===== config.mk =====
export PLATFORM = sky130hd
export DESIGN_NAME = spkct_front
export DESIGN_NICKNAME = d
export VERILOG_FILES = /design/src/rtl/spkct_pkg.sv /design/src/rtl/spkct_front.sv
export SDC_FILE = /design/constraint.sdc
export NUM_CORES = 1
export LEC_CHECK = 0
export BUFFER_PORTS_ARGS = -buffer_cell sky130_fd_sc_hd__clkbuf_2
export CORE_AREA = 2 2 98 100
export CTS_CLUSTER_SIZE = 20
export DETAILED_ROUTE_END_ITERATION = 10
export DIE_AREA = 0 0 100 102
export MAX_ROUTING_LAYER = met4
export PLACE_DENSITY_LB_ADDON = 0.1
export SYNTH_ARGS = -nofsm -noshare
export SYNTH_HDL_FRONTEND = slang
export SYNTH_SLANG_ARGS = --single-unit

===== constraint.sdc =====
create_clock -name aclk -period 3.2 [get_ports aclk]
set_input_delay 0.32 -clock aclk [delete_from_list [all_inputs] [get_ports aclk]]
set_output_delay 0.32 -clock aclk [all_outputs]
set_load 0.01 [all_outputs]

===== src/rtl/spkct_pkg.sv =====
package spkct_pkg;

    typedef enum logic [3:0] {
        CMD_STAGE        = 4'd0,
        CMD_STAGE_TRANSP = 4'd1,
        CMD_GET          = 4'd2,
        CMD_GET_TRANSP   = 4'd3,
        CMD_LIVE_TRANSP  = 4'd4,
        CMD_CLEAR        = 4'd5,
        CMD_CLEAR_STAGED = 4'd6,
        CMD_FILL         = 4'd7,
        CMD_COMMIT       = 4'd8,
        CMD_DISCARD      = 4'd9,
        CMD_RESET        = 4'd10
    } cmd_t;

    localparam logic [1:0] ST_OK        = 2'd0;
    localparam logic [1:0] ST_BAD_LAYER = 2'd1;
    localparam logic [1:0] ST_BAD_KEY   = 2'd2;
    localparam logic [1:0] ST_NOT_FOUND = 2'd3;

    // Classified command handed from the front part to the back part.
    typedef struct packed {
        logic [3:0]  cmd;
        logic [1:0]  status;
        logic [7:0]  layer;
        logic [7:0]  key;
        logic [31:0] color;
        logic        tin;
    } job_t;

endpackage


===== src/rtl/spkct_front.sv =====
module spkct_front
    import spkct_pkg::*;
#(
    parameter int LAYER_COUNT = 8,
    parameter int KEY_COUNT   = 128
) (
    input  logic        aclk,
    input  logic        aresetn,
    input  logic        s_valid,
    output logic        s_ready,
    input  logic [3:0]  s_cmd,
    input  logic [7:0]  s_layer,
    input  logic [7:0]  s_key,
    input  logic [31:0] s_color_in,
    input  logic        s_transparent_in,
    output logic        q_valid,
    input  logic        q_ready,
    output job_t        q_job
);
    // Two-entry queue between classification and execution.
    job_t       q_mem_reg [2];
    logic       wr_ptr_reg, rd_ptr_reg;
    logic [1:0] cnt_reg;
    job_t       job;
    logic       push, pop;

    always_comb begin
        job.cmd    = s_cmd;
        job.layer  = s_layer;
        job.key    = s_key;
        job.color  = s_color_in;
        job.tin    = s_transparent_in;
        job.status = ST_OK;
        if (s_cmd <= CMD_FILL && {1'b0, s_layer} >= 9'(LAYER_COUNT)) begin
            job.status = ST_BAD_LAYER;
        end else if ((s_cmd == CMD_STAGE || s_cmd == CMD_GET)
                     && {1'b0, s_key} >= 9'(KEY_COUNT)) begin
            job.status = ST_BAD_KEY;
        end
    end

    assign s_ready = (cnt_reg != 2'd2);
    assign push    = s_valid && s_ready;
    assign q_valid = (cnt_reg != 2'd0);
    assign pop     = q_valid && q_ready;
    assign q_job   = q_mem_reg[rd_ptr_reg];

    always_ff @(posedge aclk) begin
        if (!aresetn) begin
            wr_ptr_reg <= 1'b0;
            rd_ptr_reg <= 1'b0;
            cnt_reg    <= 2'd0;
        end else begin
            if (push) begin
                q_mem_reg[wr_ptr_reg] <= job;
                wr_ptr_reg <= ~wr_ptr_reg;
            end
            if (pop) begin
                rd_ptr_reg <= ~rd_ptr_reg;
            end
            cnt_reg <= cnt_reg + 2'(push) - 2'(pop);
        end
    end
endmodule


==> impl_metrics.ini <==
[synth]
netlist_instances = 201
synth_area_leader_cell = edfxtp_1
synth_most_common_cell = edfxtp_1
synth_area_um2 = 4220
postSynth.asyncResetShare_pct = 0
yosysUniqueCellTypes = 19
ys.warnings.count = 0
synth_common_cells = edfxtp_1 (110), mux2_2 (55), buf_2 (6)
synthTopCellsByArea = edfxtp_1 (78%), mux2_2 (15%), dfxtp_1 (2.4%)
avgSynthCellArea_um2 = 21.0
synth_fp_nets = 260
ys_ff_latch = 115
synth-seq-area-share_pct = 80.7
synth_edf_count = 110
synthFlopType = edfxtp_1
synth.top_cell.area_share_pct = 78.3

[setup_path]
critPathArrivalTime_ns = 2.18
cp.required_ns = 2.88
crit_path_start_kind = flip-flop
critPathMaxFanout = 33
crit_type = flip-flop to output port
cp-end-kind = output port

[sta]
timing.fmax_mhz = 399
post-route-period-util_pct = 78.2
rsz0062_at_grt = no
hold_viol_final = 0
finalClockSkew_ns = 0.0115
period_needed_ns = 2.50
slew_viol_final = 0
slew_headroom_pct = 47.3
worst_slew_pin_slew_ns = 0.791
setup-tns-final_ns = 0
setup_viol = 0

[clock_network]
clkTransAtPathRegs_ns = 0.05
clock_insertion_delay_worst_skew_ns = 0.50
htreeDepth = 4
cts_root_buffer = clkbuf_8
clock_sinks = 115
ctsLongestPathBuffers = 2
cts_tree = done
cts_setup_buffers = 0
cts_made_buffers = 17

[layout]
largest_reg_flops = 110
final_util_pct = 64.7
multi_input_area_um2 = 785
finalNonFillerCells = 494
nNetsFinal = 431
area_delta_synth_final_pct = 39.9
antenna_cells = 0
regArea_um2 = 3400
fillers = 654
drive_gt1_share_pct = 53.3

[route]
drt_wl_total_mm = 7.91
antenna_left = 0
drt_iter0_drc = 154
viasPerCell = 4.82
wire_per_inst_um = 16.0
drc = 0
firstDrtPassIters = 4
vias = 2381

[placed_design]
gp_congestion = 0.691
hpwl_mm = 4.81
portBuffers = 113
dp.cells = 424

[status]
status = complete, no violations

[power_and_ir_drop]
p_leak_nw = 2.26
vdd_drop_max_uv = 376
power.total_w = 0.00445
power_density_nw_per_um2 = 754

[global_routing]
use_met2_pct = 26.1
antenna_found_initial = 0
use_met3_pct = 6.91
busiest_layer = met2
grt_first_pass_wirelength_mm = 12.0
grt_use_total_pct = 16.7
grt_remaining_overflow = 0
met1_usage_pct = 19.3
grt_pass1_vias = 2459
grt_max_degree = 56

[floorplanning]
core_um2 = 9110
start_util_pct = 46.3
die_area_um2 = 10200
io_pins = 114
die_h_um = 102
rows = 35
die_x_um = 100

[flow_run]
timing.max_cap.violations = 0

[min_path]
hold_class = input port to flip-flop
[routing by layer]
metal  up-vias  share of wire (%)
li1       1134                  -
met1      1163                 43
met2        74                 50
met3        10                6.2
met4         0                1.1
met5         -                  0
[area by class of cell]
cell class              instances  share of cell area (%)
repair buffers                158                    17.0
flip-flops and latches        115                    57.7
inverters                       2                   0.127
clock inverters                13                    2.44
clock buffers                  17                    7.02
multi-input cells              78                    13.3
well taps                     111                    2.36
[per-stage QoR]
stage / worst slack (ns) / hold slack (ns) / area [µm²]
global placement: 1.17 / 0.510 / 4940
global route: 0.543 / 0.000662 / 5900
detailed placement: 1.14 / 0.512 / 4940
floorplan: 0.694 / 0.419 / 4220
finish: 0.697 / 0.0278 / 5900
CTS: 0.612 / 0.000379 / 5880
[cell families after synthesis]
logic type	synth area share (%)
mux	14.7
xor+xnor	0.623
flops	80.7
buf+inv	0.890
simple gates	2.17
compound gates	0.327
fa+ha+maj	0.593
[worst max-delay path, cell delays in order, from the launching register on]
cell and delay [ns]:
dfxtp_2 0.83, buf_4 0.33, mux2_2 0.36, clkbuf_2 0.13
[power by group]
part | internal [W] | total [W] | switching, W
clock network | 0.00116 | 0.00176 | 0.000604
registers | 0.00179 | 0.00188 | 0.0000879
logic | 0.000423 | 0.000801 | 0.000379
total | 0.00337 | 0.00445 | 0.00107
[cells in the final DEF, fill, tap and decap left out, types with 2 or more instances in the layout]
master         count
and2_1             3
nor2_1             3
clkbuf_2         113
edfxtp_1         110
clkinv_1           3
dlygate4sd3_1     40
ha_1               2
bufinv_16          3
inv_1              2
clkbuf_16         16
mux2_2            55
xnor2_1            3
clkinvlp_4         3
clkinv_2           4
nor2b_1            2
buf_4              5
dfxtp_1            4
[path summary, 6_finish.rpt]
path / startpoint / to / slack (ns) / cells after the start
worst max-delay path: flip-flop / q_job[52] / 0.70 / 3
worst min-delay path: s_key[2] / q_mem_reg[0][35]$_DFFE_PP_ / 0.03 / 1
worst max register to register: cnt_reg[0]$_SDFF_PN0_ / q_mem_reg[1][46]$_DFFE_PP_ / 1.40 / 4
worst min register to register: wr_ptr_reg$_SDFFE_PN0P_ / wr_ptr_reg$_SDFFE_PN0P_ / 0.54 / 2
[timing repair]
| item | in CTS | in global routing |
|---|---|---|
| resized for setup | 0 | 0 |
| hold buffers | 38 | 2 |
| endpoints found under the hold margin | 76 | 3 |
(Power assumes the default switching activity.)
